## config.mk

```make
export PLATFORM = sky130hd
export DESIGN_NAME = strip_cluster_position_finder_core
export DESIGN_NICKNAME = d
export VERILOG_FILES = /design/src/hdl/scp_pkg.sv /design/src/hdl/scp_ram.sv /design/src/hdl/scp_front.sv /design/src/hdl/scp_queue.sv /design/src/hdl/scp_lane.sv /design/src/hdl/scp_back.sv /design/src/hdl/strip_cluster_position_finder_core.sv
export SDC_FILE = /design/constraint.sdc
export NUM_CORES = 2
export LEC_CHECK = 0
export BUFFER_PORTS_ARGS = -buffer_cell sky130_fd_sc_hd__buf_2
export CORE_ASPECT_RATIO = 1.75
export CORE_MARGIN = 1
export CORE_UTILIZATION = 34
export DETAILED_ROUTE_END_ITERATION = 8
export GPL_TIMING_DRIVEN = 0
export PLACE_DENSITY = 0.55
export SLEW_MARGIN = 15
export SYNTH_ARGS = -nofsm -noshare
export SYNTH_HDL_FRONTEND = slang
export SYNTH_SLANG_ARGS = --single-unit
export TNS_END_PERCENT = 100
```

## constraint.sdc

```tcl
create_clock -name clock -period 8.55 [get_ports clock]
set_input_delay 1.71 -clock clock [delete_from_list [all_inputs] [get_ports clock]]
set_output_delay 1.71 -clock clock [all_outputs]
set_load 0.1 [all_outputs]
```

## src/hdl/scp_pkg.sv

```systemverilog
// Shared types, constants and helper functions of the strip cluster position finder.
// No dependencies; every other file of the block but scp_ram imports this package.
`default_nettype none
package scp_pkg;

   // Field widths and sizing defaults.
   localparam int HIT_DEPTH_DEF = 32;
   localparam int CHAN_W        = 9;
   localparam int CHG_W         = 16;
   localparam int HITS_W        = 6;
   localparam int POS_W         = 10;
   localparam int CSR_IDX_W     = 3;
   localparam int CSR_DATA_W    = 9;
   localparam int CHAN_MAX      = 511;
   localparam int HIT_W         = CHAN_W + CHG_W;
   localparam int CMP_W         = 8;

   // Register indexes of the configuration port.
   typedef enum logic [CSR_IDX_W-1:0] {
      CSR_FRONT_FIRST = 3'd0,
      CSR_FRONT_LAST  = 3'd1,
      CSR_BACK_FIRST  = 3'd2,
      CSR_BACK_LAST   = 3'd3,
      CSR_MIN_HITS    = 3'd4,
      CSR_MAX_HITS    = 3'd5
   } csr_index_type;

   typedef struct packed {
      logic [CHAN_W-1:0] front_first;
      logic [CHAN_W-1:0] front_last;
      logic [CHAN_W-1:0] back_first;
      logic [CHAN_W-1:0] back_last;
      logic [HITS_W-1:0] min_hits;
      logic [HITS_W-1:0] max_hits;
   } cfg_type;

   // One classified hit as it travels from the front part to the back part.
   typedef struct packed {
      logic [CHAN_W-1:0] chan;
      logic [CHG_W-1:0]  chg;
      logic              in_front;
      logic              in_back;
      logic              last;
   } qitem_type;

   // Strobes from the back sequencer to both side lanes.
   typedef struct packed {
      logic clear;
      logic lat_i;
      logic end_i;
      logic jv;
      logic pass2;
      logic init_p2;
      logic div_load;
      logic div_step;
   } ctrl_type;

   typedef enum logic [3:0] {
      S_LOAD, S_EVAL, S_IADDR, S_ILAT, S_JSCAN, S_JDRAIN,
      S_P2INIT, S_P2SCAN, S_P2DRAIN, S_DLOAD, S_DIV, S_DONE
   } state_type;

   // Ranking order: charge descending, then channel descending, then store order.
   function automatic logic ranks_above(input logic [CHG_W-1:0] ac, input logic [CHAN_W-1:0] an,
                                        input logic [CHG_W-1:0] bc, input logic [CHAN_W-1:0] bn,
                                        input logic idx_lt);
      logic r;
      if (ac != bc) begin
         r = ac > bc;
      end else if (an != bn) begin
         r = an > bn;
      end else begin
         r = idx_lt;
      end
      return r;
   endfunction

   // Two channels are neighbors when they differ by zero or one.
   function automatic logic is_neighbor(input logic [CHAN_W-1:0] a, input logic [CHAN_W-1:0] b);
      logic [CHAN_W-1:0] d;
      d = (a > b) ? (a - b) : (b - a);
      return d < CHAN_W'(2);
   endfunction

endpackage
`default_nettype wire

```

## src/hdl/scp_ram.sv

```systemverilog
// Generic single-write, single-read RAM with registered read data.
// No dependencies.
`default_nettype none
module scp_ram #(
   parameter int WIDTH = 25,
   parameter int DEPTH = 32
) (
   input  wire logic                     clock,
   input  wire logic                     we,
   input  wire logic [$clog2(DEPTH)-1:0] waddr,
   input  wire logic [WIDTH-1:0]         wdata,
   input  wire logic [$clog2(DEPTH)-1:0] raddr,
   output logic      [WIDTH-1:0]         rdata
);
   logic [WIDTH-1:0] mem_ff [DEPTH];
   logic [WIDTH-1:0] rdata_ff;

   // Write port and registered read port.
   always_ff @(posedge clock) begin
      if (we) begin
         mem_ff[waddr] <= wdata;
      end
      rdata_ff <= mem_ff[raddr];
   end

   assign rdata = rdata_ff;
endmodule
`default_nettype wire

```

## src/hdl/scp_front.sv

```systemverilog
// Front part: configuration registers and classification of incoming hits.
// Depends on scp_pkg.
`default_nettype none
module scp_front import scp_pkg::*; (
   input  wire logic                  clock,
   input  wire logic                  reset,
   input  wire logic                  req_valid,
   output logic                       req_stall,
   input  wire logic [CHAN_W-1:0]     req_channel,
   input  wire logic [CHG_W-1:0]      req_charge,
   input  wire logic                  req_event_end,
   input  wire logic                  csr_we,
   input  wire logic [CSR_IDX_W-1:0]  csr_index,
   input  wire logic [CSR_DATA_W-1:0] csr_wdata,
   input  wire logic                  q_full,
   output logic                       q_push,
   output qitem_type                  q_item,
   output cfg_type                    cfg
);
   cfg_type cfg_ff, cfg_in;

   // Register writes; indexes beyond the list are ignored.
   always_comb begin
      cfg_in = cfg_ff;
      if (csr_we) begin
         case (csr_index)
            CSR_FRONT_FIRST: cfg_in.front_first = csr_wdata;
            CSR_FRONT_LAST:  cfg_in.front_last  = csr_wdata;
            CSR_BACK_FIRST:  cfg_in.back_first  = csr_wdata;
            CSR_BACK_LAST:   cfg_in.back_last   = csr_wdata;
            CSR_MIN_HITS:    cfg_in.min_hits    = csr_wdata[HITS_W-1:0];
            CSR_MAX_HITS:    cfg_in.max_hits    = csr_wdata[HITS_W-1:0];
            default:         cfg_in = cfg_ff;
         endcase
      end
   end

   always_ff @(posedge clock) begin
      if (reset) begin
         cfg_ff <= '{front_first: 9'd0, front_last: 9'd39, back_first: 9'd80,
                     back_last: 9'd119, min_hits: 6'd2, max_hits: 6'd20};
      end else begin
         cfg_ff <= cfg_in;
      end
   end

   // Classify each beat against both strip ranges and push it to the queue.
   always_comb begin
      q_item.chan     = req_channel;
      q_item.chg      = req_charge;
      q_item.in_front = (req_channel >= cfg_ff.front_first) && (req_channel <= cfg_ff.front_last);
      q_item.in_back  = (req_channel >= cfg_ff.back_first) && (req_channel <= cfg_ff.back_last);
      q_item.last     = req_event_end;
   end

   assign req_stall = q_full;
   assign q_push    = req_valid && !q_full;
   assign cfg       = cfg_ff;
endmodule
`default_nettype wire

```

## src/hdl/scp_queue.sv

```systemverilog
// Four-entry queue that decouples the front and back parts.
// Depends on scp_pkg.
`default_nettype none
module scp_queue import scp_pkg::*; (
   input  wire logic clock,
   input  wire logic reset,
   input  wire logic push,
   input  qitem_type push_item,
   output logic      full,
   input  wire logic pop,
   output qitem_type pop_item,
   output logic      empty
);
   localparam int QD = 4;
   localparam int PW = $clog2(QD);

   qitem_type        slot_ff [QD];
   logic [PW-1:0]    wptr_ff, rptr_ff;
   logic [PW:0]      count_ff, count_in;

   assign full     = count_ff == (PW+1)'(QD);
   assign empty    = count_ff == '0;
   assign pop_item = slot_ff[rptr_ff];

   always_comb begin
      count_in = count_ff;
      if (push && !pop) begin
         count_in = count_ff + 1'b1;
      end else if (pop && !push) begin
         count_in = count_ff - 1'b1;
      end
   end

   // Pointers and fill count.
   always_ff @(posedge clock) begin
      if (reset) begin
         wptr_ff  <= '0;
         rptr_ff  <= '0;
         count_ff <= '0;
      end else begin
         count_ff <= count_in;
         if (push) begin
            wptr_ff <= wptr_ff + 1'b1;
         end
         if (pop) begin
            rptr_ff <= rptr_ff + 1'b1;
         end
      end
   end

   always_ff @(posedge clock) begin
      if (push) begin
         slot_ff[wptr_ff] <= push_item;
      end
   end
endmodule
`default_nettype wire

```

## src/hdl/scp_lane.sv

```systemverilog
// One side lane: hit store, seed search, cluster sum and radix-2 divider.
// Depends on scp_pkg and scp_ram.
`default_nettype none
module scp_lane import scp_pkg::*; #(
   parameter int HIT_DEPTH = HIT_DEPTH_DEF
) (
   input  wire logic                         clock,
   input  ctrl_type                          ctrl,
   input  wire logic                         we,
   input  wire logic [$clog2(HIT_DEPTH)-1:0] waddr,
   input  wire logic [CHAN_W-1:0]            wchan,
   input  wire logic [CHG_W-1:0]             wchg,
   input  wire logic [$clog2(HIT_DEPTH)-1:0] raddr,
   input  wire logic [$clog2(HIT_DEPTH)-1:0] i_idx,
   input  wire logic [$clog2(HIT_DEPTH)-1:0] jd_idx,
   input  wire logic [$clog2(HIT_DEPTH+2)-1:0] n,
   input  wire logic [CHAN_W-1:0]            first,
   output logic      [POS_W-1:0]             position
);
   localparam int AW = $clog2(HIT_DEPTH);
   localparam int TW = $clog2(HIT_DEPTH + 2);
   localparam int SW = $clog2(HIT_DEPTH * CHAN_MAX + 1);
   localparam int CW = $clog2(HIT_DEPTH + 1);

   logic [HIT_W-1:0]  rdata;
   logic [CHAN_W-1:0] e_chan;
   logic [CHG_W-1:0]  e_chg;

   logic [CHAN_W-1:0] cur_chan_ff;
   logic [CHG_W-1:0]  cur_chg_ff;
   logic              seeded_ff;
   logic [CHAN_W-1:0] best_chan_ff;
   logic [CHG_W-1:0]  best_chg_ff;
   logic [AW-1:0]     best_i_ff;
   logic              best_v_ff;
   logic [SW-1:0]     sum_ff;
   logic [CW-1:0]     cnt_ff;
   logic [SW-1:0]     quo_ff;
   logic [CW-1:0]     rem_ff;

   logic              i_ok, j_ok, hit_now, seeded_now, take_best, join_now;
   logic [CHG_W-1:0]  diff;
   logic [19:0]       tenx;
   logic [CW:0]       trial;
   logic              q_bit;

   scp_ram #(.WIDTH(HIT_W), .DEPTH(HIT_DEPTH)) u_store (
      .clock(clock), .we(we), .waddr(waddr), .wdata({wchan, wchg}),
      .raddr(raddr), .rdata(rdata)
   );

   assign e_chan = rdata[HIT_W-1:CHG_W];
   assign e_chg  = rdata[CHG_W-1:0];

   // Seed search: does the held hit have a lower-ranked neighbor?
   always_comb begin
      i_ok       = TW'(i_idx) < n;
      j_ok       = TW'(jd_idx) < n;
      hit_now    = ctrl.jv && !ctrl.pass2 && i_ok && j_ok &&
                   ranks_above(cur_chg_ff, cur_chan_ff, e_chg, e_chan, i_idx < jd_idx) &&
                   is_neighbor(cur_chan_ff, e_chan);
      seeded_now = seeded_ff || hit_now;
      take_best  = seeded_now && (!best_v_ff ||
                   ranks_above(cur_chg_ff, cur_chan_ff, best_chg_ff, best_chan_ff,
                               i_idx < best_i_ff));
   end

   // Cluster membership: lower-ranked neighbor within a tenth of the seed charge.
   always_comb begin
      diff     = best_chg_ff - e_chg;
      tenx     = ({4'b0, diff} << 3) + ({4'b0, diff} << 1);
      join_now = ctrl.jv && ctrl.pass2 && j_ok && best_v_ff &&
                 ranks_above(best_chg_ff, best_chan_ff, e_chg, e_chan, best_i_ff < jd_idx) &&
                 is_neighbor(best_chan_ff, e_chan) && (tenx < 20'(best_chg_ff));
   end

   // One quotient bit per step.
   always_comb begin
      trial = {rem_ff, quo_ff[SW-1]};
      q_bit = trial >= (CW+1)'(cnt_ff);
   end

   always_ff @(posedge clock) begin
      if (ctrl.lat_i) begin
         cur_chan_ff <= e_chan;
         cur_chg_ff  <= e_chg;
         seeded_ff   <= 1'b0;
      end else if (ctrl.jv && !ctrl.pass2) begin
         seeded_ff <= seeded_now;
      end
      if (ctrl.clear) begin
         best_v_ff <= 1'b0;
      end else if (ctrl.end_i && take_best) begin
         best_v_ff    <= 1'b1;
         best_chan_ff <= cur_chan_ff;
         best_chg_ff  <= cur_chg_ff;
         best_i_ff    <= i_idx;
      end
      if (ctrl.init_p2) begin
         sum_ff <= best_v_ff ? SW'(best_chan_ff) : '0;
         cnt_ff <= best_v_ff ? CW'(1) : '0;
      end else if (join_now) begin
         sum_ff <= sum_ff + SW'(e_chan);
         cnt_ff <= cnt_ff + 1'b1;
      end
      if (ctrl.div_load) begin
         quo_ff <= sum_ff;
         rem_ff <= '0;
      end else if (ctrl.div_step) begin
         quo_ff <= {quo_ff[SW-2:0], q_bit};
         rem_ff <= q_bit ? CW'(trial - (CW+1)'(cnt_ff)) : trial[CW-1:0];
      end
   end

   assign position = (cnt_ff == '0) ? '1 : (quo_ff[POS_W-1:0] - {1'b0, first});
endmodule
`default_nettype wire

```

## src/hdl/scp_back.sv

```systemverilog
// Back part: store writes, hit tallies, evaluation sequencer and result register.
// Depends on scp_pkg and scp_lane.
`default_nettype none
module scp_back import scp_pkg::*; #(
   parameter int HIT_DEPTH = HIT_DEPTH_DEF
) (
   input  wire logic               clock,
   input  wire logic               reset,
   input  cfg_type                 cfg,
   input  qitem_type               q_item,
   input  wire logic               q_empty,
   output logic                    q_pop,
   output logic                    rsp_valid,
   input  wire logic               rsp_stall,
   output logic signed [POS_W-1:0] rsp_front_position,
   output logic signed [POS_W-1:0] rsp_back_position
);
   localparam int AW = $clog2(HIT_DEPTH);
   localparam int TW = $clog2(HIT_DEPTH + 2);
   localparam int SW = $clog2(HIT_DEPTH * CHAN_MAX + 1);
   localparam int DW = $clog2(SW);

   state_type        state_ff, state_in;
   logic [TW-1:0]    ftally_ff, btally_ff, nmax;
   logic [AW-1:0]    i_ff, j_ff, jd_ff, raddr;
   logic             jv_ff, force_ff, bad;
   logic [DW-1:0]    dcnt_ff;
   logic             rsp_valid_ff, rsp_load;
   logic [POS_W-1:0] rsp_front_ff, rsp_back_ff, fpos, bpos;
   logic             f_we, b_we;
   ctrl_type         ctrl;

   // Side checks against the hit bounds.
   always_comb begin
      bad = (CMP_W'(ftally_ff) < CMP_W'(cfg.min_hits)) ||
            (CMP_W'(btally_ff) < CMP_W'(cfg.min_hits)) ||
            (CMP_W'(ftally_ff) > CMP_W'(cfg.max_hits)) ||
            (CMP_W'(btally_ff) > CMP_W'(cfg.max_hits)) ||
            (ftally_ff > TW'(HIT_DEPTH)) || (btally_ff > TW'(HIT_DEPTH));
      nmax = (ftally_ff > btally_ff) ? ftally_ff : btally_ff;
   end

   // Next state.
   always_comb begin
      state_in = state_ff;
      case (state_ff)
         S_LOAD:    if (!q_empty && q_item.last) state_in = S_EVAL;
         S_EVAL:    if (bad) state_in = S_DONE;
                    else if (nmax == '0) state_in = S_P2INIT;
                    else state_in = S_IADDR;
         S_IADDR:   state_in = S_ILAT;
         S_ILAT:    state_in = S_JSCAN;
         S_JSCAN:   if (TW'(j_ff) == nmax - 1'b1) state_in = S_JDRAIN;
         S_JDRAIN:  state_in = (TW'(i_ff) == nmax - 1'b1) ? S_P2INIT : S_IADDR;
         S_P2INIT:  state_in = (nmax == '0) ? S_DLOAD : S_P2SCAN;
         S_P2SCAN:  if (TW'(j_ff) == nmax - 1'b1) state_in = S_P2DRAIN;
         S_P2DRAIN: state_in = S_DLOAD;
         S_DLOAD:   state_in = S_DIV;
         S_DIV:     if (dcnt_ff == DW'(SW - 1)) state_in = S_DONE;
         S_DONE:    if (!rsp_valid_ff || !rsp_stall) state_in = S_LOAD;
         default:   state_in = S_LOAD;
      endcase
   end

   // Outputs of the sequencer.
   always_comb begin
      q_pop         = 1'b0;
      raddr         = i_ff;
      ctrl          = '0;
      ctrl.jv       = jv_ff;
      rsp_load      = 1'b0;
      case (state_ff)
         S_LOAD:    q_pop = !q_empty;
         S_EVAL:    ctrl.clear = 1'b1;
         S_IADDR:   raddr = i_ff;
         S_ILAT:    ctrl.lat_i = 1'b1;
         S_JSCAN:   raddr = j_ff;
         S_JDRAIN:  ctrl.end_i = 1'b1;
         S_P2INIT:  ctrl.init_p2 = 1'b1;
         S_P2SCAN:  begin
            raddr      = j_ff;
            ctrl.pass2 = 1'b1;
         end
         S_P2DRAIN: ctrl.pass2 = 1'b1;
         S_DLOAD:   ctrl.div_load = 1'b1;
         S_DIV:     ctrl.div_step = 1'b1;
         S_DONE:    rsp_load = !rsp_valid_ff || !rsp_stall;
         default:   q_pop = 1'b0;
      endcase
      f_we = q_pop && q_item.in_front && (ftally_ff < TW'(HIT_DEPTH));
      b_we = q_pop && q_item.in_back && (btally_ff < TW'(HIT_DEPTH));
   end

   // Control registers.
   always_ff @(posedge clock) begin
      if (reset) begin
         state_ff     <= S_LOAD;
         ftally_ff    <= '0;
         btally_ff    <= '0;
         jv_ff        <= 1'b0;
         rsp_valid_ff <= 1'b0;
      end else begin
         state_ff <= state_in;
         jv_ff    <= (state_ff == S_JSCAN) || (state_ff == S_P2SCAN);
         if (q_pop && q_item.in_front && (ftally_ff <= TW'(HIT_DEPTH))) begin
            ftally_ff <= ftally_ff + 1'b1;
         end
         if (q_pop && q_item.in_back && (btally_ff <= TW'(HIT_DEPTH))) begin
            btally_ff <= btally_ff + 1'b1;
         end
         if (state_ff == S_EVAL) begin
            ftally_ff <= ftally_ff;
            btally_ff <= btally_ff;
         end
         if (rsp_load) begin
            ftally_ff    <= '0;
            btally_ff    <= '0;
            rsp_valid_ff <= 1'b1;
         end else if (!rsp_stall) begin
            rsp_valid_ff <= 1'b0;
         end
      end
   end

   // Scan and divider counters.
   always_ff @(posedge clock) begin
      jd_ff <= j_ff;
      case (state_ff)
         S_EVAL:    begin
            force_ff <= bad;
            i_ff     <= '0;
         end
         S_ILAT:    j_ff <= '0;
         S_JSCAN:   j_ff <= j_ff + 1'b1;
         S_JDRAIN:  i_ff <= i_ff + 1'b1;
         S_P2INIT:  j_ff <= '0;
         S_P2SCAN:  j_ff <= j_ff + 1'b1;
         S_DLOAD:   dcnt_ff <= '0;
         S_DIV:     dcnt_ff <= dcnt_ff + 1'b1;
         default:   dcnt_ff <= dcnt_ff;
      endcase
   end

   scp_lane #(.HIT_DEPTH(HIT_DEPTH)) u_front_lane (
      .clock(clock), .ctrl(ctrl), .we(f_we), .waddr(ftally_ff[AW-1:0]),
      .wchan(q_item.chan), .wchg(q_item.chg), .raddr(raddr), .i_idx(i_ff),
      .jd_idx(jd_ff), .n(ftally_ff), .first(cfg.front_first), .position(fpos)
   );

   scp_lane #(.HIT_DEPTH(HIT_DEPTH)) u_back_lane (
      .clock(clock), .ctrl(ctrl), .we(b_we), .waddr(btally_ff[AW-1:0]),
      .wchan(q_item.chan), .wchg(q_item.chg), .raddr(raddr), .i_idx(i_ff),
      .jd_idx(jd_ff), .n(btally_ff), .first(cfg.back_first), .position(bpos)
   );

   // Result register.
   always_ff @(posedge clock) begin
      if (rsp_load) begin
         rsp_front_ff <= force_ff ? '1 : fpos;
         rsp_back_ff  <= force_ff ? '1 : bpos;
      end
   end

   assign rsp_valid          = rsp_valid_ff;
   assign rsp_front_position = rsp_front_ff;
   assign rsp_back_position  = rsp_back_ff;
endmodule
`default_nettype wire

```

## src/hdl/strip_cluster_position_finder_core.sv

```systemverilog
// Throughput: one hit per cycle loads through a four-beat queue while the back part is loading;
// during evaluation the queue fills and req_stall holds the input. Pairwise scans and the
// divider set the per-event time.
// Reset is synchronous and active high; it clears tallies, queue and sequencer and sets the configuration
// registers to their defaults. The hit stores are not cleared.
`default_nettype none
module strip_cluster_position_finder_core import scp_pkg::*; #(
   parameter int HIT_DEPTH = HIT_DEPTH_DEF
) (
   input  wire logic                  clock,
   input  wire logic                  reset,
   input  wire logic                  req_valid,
   output logic                       req_stall,
   input  wire logic [CHAN_W-1:0]     req_channel,
   input  wire logic [CHG_W-1:0]      req_charge,
   input  wire logic                  req_event_end,
   output logic                       rsp_valid,
   input  wire logic                  rsp_stall,
   output logic signed [POS_W-1:0]    rsp_front_position,
   output logic signed [POS_W-1:0]    rsp_back_position,
   input  wire logic                  csr_we,
   input  wire logic [CSR_IDX_W-1:0]  csr_index,
   input  wire logic [CSR_DATA_W-1:0] csr_wdata
);
   cfg_type   cfg;
   qitem_type push_item, pop_item;
   logic      q_push, q_full, q_pop, q_empty;

   scp_front u_front (
      .clock(clock), .reset(reset), .req_valid(req_valid), .req_stall(req_stall),
      .req_channel(req_channel), .req_charge(req_charge), .req_event_end(req_event_end),
      .csr_we(csr_we), .csr_index(csr_index), .csr_wdata(csr_wdata),
      .q_full(q_full), .q_push(q_push), .q_item(push_item), .cfg(cfg)
   );

   scp_queue u_queue (
      .clock(clock), .reset(reset), .push(q_push), .push_item(push_item), .full(q_full),
      .pop(q_pop), .pop_item(pop_item), .empty(q_empty)
   );

   scp_back #(.HIT_DEPTH(HIT_DEPTH)) u_back (
      .clock(clock), .reset(reset), .cfg(cfg), .q_item(pop_item), .q_empty(q_empty),
      .q_pop(q_pop), .rsp_valid(rsp_valid), .rsp_stall(rsp_stall),
      .rsp_front_position(rsp_front_position), .rsp_back_position(rsp_back_position)
   );
endmodule
`default_nettype wire

```

==> flow_summary.json <==
{
  "antenna_found_initial": 9,
  "grt_pass1_vias": 53770,
  "boundaryPins": 65,
  "cts_sinks": 2071,
  "final_area_um2": 104500,
  "pwr-share-comb_pct": 39.0,
  "final_common_cell": "edfxtp_1",
  "cp_max_fo": 15,
  "crit_buf_inv": 2,
  "core-area_um2": 266900,
  "fin_crit_sh_pct": 83.25,
  "synth_ff_type": "edfxtp_1",
  "final_max_slew_viol_count": 0,
  "fmax_ghz": 0.1405,
  "initial_core_util_pct": 34.19,
  "globalRouteOverflowTotal": 0,
  "worst-endpoint-required_ps": 9080,
  "postSynthCellCount": 5915,
  "cts_resized": 0,
  "root_buffer": "clkbuf_16",
  "layout.cells.most_common_list": "edfxtp_1, nand2_1, ha_1, mux4_2, nand3_1",
  "die_h_um": 687.4,
  "power.internal_mw": 22.19,
  "clk_latency_ps": 870,
  "worstHoldPathType": "register to register",
  "fin_cells": 9945,
  "synth_seq_area_share_pct": 66.53,
  "numCtsBuffers": 187,
  "hold_violations": 0,
  "seq_power_share_pct": 36.9,
  "critical_path_class": "register to register",
  "firstDrtPassIters": 8,
  "async_reset_ff_share_pct": 0,
  "p_leak_nw": 35.80,
  "critPathSlowestCell": "a211oi_1",
  "synth_nets": 6381,
  "grt_pass1_wl_mm": 350.1,
  "ir_drop_v": 0.0002048,
  "syn_to_final_growth_pct": 14.48,
  "synth_edf_count": 1925,
  "dpl_cell_area_um2": 98520,
  "tritoncts": "done",
  "vias": 50680,
  "critPathTopFamily": "compound AO/OA/AOI/OAI gates",
  "tns_ps": 0,
  "maxCapViolCount": 0,
  "synth_warnings": 0,
  "endpoint_kind": "register",
  "htreeDepth": 4,
  "gp_congestion": 0.8936,
  "wirelength_mm": 237.7,
  "drc": 0,
  "power_frac_clock_pct": 24.1,
  "dp.cells": 9607,
  "status": "finished clean",
  "post-dp-hpwl_mm": 174.5,
  "slew_headroom_pct": 22.42,
  "wl_per_cell_um": 23.90,
  "cts_hold_buffers": 0,
  "drt-initial-drc-count": 3316,
  "cts_setup_buffers": 0,
  "final_nets": 6720,
  "cp_slowest_stage_delay_ps": 670,
  "power.total_mw": 34.75,
  "r2r_slack_ps": 1430,
  "die_width_um": 393.7,
  "rsz0062_at_grt": "false",
  "synth_area_um2": 91280,
  "tightest_slew_ps": 1164,
  "postLayoutCoreUtil_pct": 39.14,
  "synth_seq_cells": 2071,
  "clock_path_buffers": 4,
  "track_usage_pct": 17.34,
  "swShare_pct": 36.15,
  "setup_viol": 0,
  "die_area_um2": 270600,
  "route.antenna.remaining_nets": 0,
  "avgSynthCellArea_um2": 15.43,
  "placementRows": 251,
  "cp-start-kind": "register",
  "drive_gt1_share_pct": 15.59,
  "skew_ps": 89.75,
  "switchingPower_mw": 12.56,
  "grt_max_degree": 65,
  "vias_per_cell": 5.096,
  "cp.arrival_ps": 7650,
  "fin_crit_ps": 7118,
  "cp_cell_sequence": "inv_1, ha_1, nor2b_1, o21ai_0, nand2_1, xor2_1, fa_1, a21o_1, a21oi_1, nor2b_1, o21a_1, o41ai_1, xnor2_1, ha_1, nand2_1, nor2_1, a211oi_1, o2111ai_1, nor4_1, nand4_1, or4_1, or4_1, o21ai_2, buf_6",
  "clkTransAtPathRegs_ps": 70,
  "synth_cell_types": 92,
  "io_buffers": 63,
  "p_per_area_nw_per_um2": 332.5
}
==> synth_stat cells, types with 9 or more instances <==
cell,number,share of area (%)
edfxtp_1,1925,63
nand2_1,714,2.9
mux4_2,428,11
ha_1,404,5.5
nand3_1,310,1.7
inv_1,279,1.1
nor2_1,245,1.0
clkbuf_1,174,0.72
a21oi_1,168,0.92
dfxtp_1,146,3.2
o21ai_0,125,0.69
a21o_1,101,0.83
xnor2_1,94,0.90
o21ai_1,63,0.35
nor2b_1,60,0.41
nand2b_1,50,0.34
xor2_1,49,0.47
mux2i_1,47,0.52
buf_2,41,0.22
o21a_1,41,0.34
nand4_1,40,0.27
nor3_1,40,0.22
and2_1,29,0.20
and3_1,21,0.14
fa_1,19,0.42
nor4_1,18,0.12
a31oi_1,17,0.12
a211oi_1,16,0.13
buf_1,16,0.066
o31ai_1,16,0.13
a211o_1,15,0.14
a21boi_0,15,0.12
o211ai_1,14,0.12
nand3b_1,12,0.099
o2111ai_1,11,0.11
or3_1,11,0.075
o22ai_1,10,0.069
or2_2,9,0.062
==> final timing paths <==
path                            cells after the start                              to                            startpoint
worst max-delay path                               24  u_back.u_front_lane.sum_ff[13]  u_back.u_front_lane.u_store.rdata[1]
worst min-delay path                                0                 u_back.jd_ff[2]                        u_back.j_ff[2]
worst max register to register                     24  u_back.u_front_lane.sum_ff[13]  u_back.u_front_lane.u_store.rdata[1]
worst min register to register                      0                 u_back.jd_ff[2]                        u_back.j_ff[2]
==> metrics by stage <==
stage	hold slack (ps)	setup slack, ps
3_5_place_dp	362.6	1356
5_1_grt	393.2	881.5
4_1_cts	377.3	1320
6_report	381.9	1432
3_3_place_gp	363.0	454.7
2_1_floorplan	346.2	2162
==> sequential cells by signal, indices dropped and copies added (netlist names), 16 cells and up, named ones only <==
name and count:
u_back.u_back_lane.best_chg_ff 16, u_back.u_back_lane.u_store.rdata 25, u_back.u_back_lane.cur_chg_ff 16, u_back.u_back_lane.u_store.mem_ff 800
u_back.u_front_lane.u_store.mem_ff 800, u_back.u_front_lane.best_chg_ff 16, u_queue.slot_ff 112, u_back.u_front_lane.u_store.rdata 25
u_front.cfg 48, u_back.u_front_lane.cur_chg_ff 16
==> logic make-up after synthesis <==
logic type | Yosys count | share of synthesized area [%]
multiplexers | 481 | 11.15
XOR/XNOR | 143 | 1.372
buffers and inverters | 516 | 2.195
AO/OA/AOI/OAI | 689 | 4.888
AND/OR/NAND/NOR | 1590 | 7.881
adder cells (fa/ha/maj) | 425 | 5.978
flip-flops | 2071 | 66.53
==> metal layers <==
layer,wire [um],GRT usage [%]
met1,83570,17.69
met2,134400,34.54
met3,6768,1.503
met4,12910,8.822
met5,34,0
==> power by group through the flow <==
stage	Clock [mW]	Combinational, mW	Sequential [mW]
after floorplan	0	9.10	12.9
after global placement	0	13.2	13.1
after detailed placement	0	13.6	13.1
after CTS	8.58	13.7	12.8
after global routing	8.89	14.8	12.9
final	8.39	13.5	12.8
==> final cells by class <==
cell class              count  area (um2)
repair buffers            150        2215
well taps                3542        4432
inverters                 283        1062
plain buffers             233       944.7
multi-input cells        3328       29150
clock inverters           106       974.7
clock buffers             229        4982
fillers                 24640      162500
diodes                      3       7.507
flip-flops and latches   2071       60730
No activity file was read; power rests on OpenSTA's default activity.
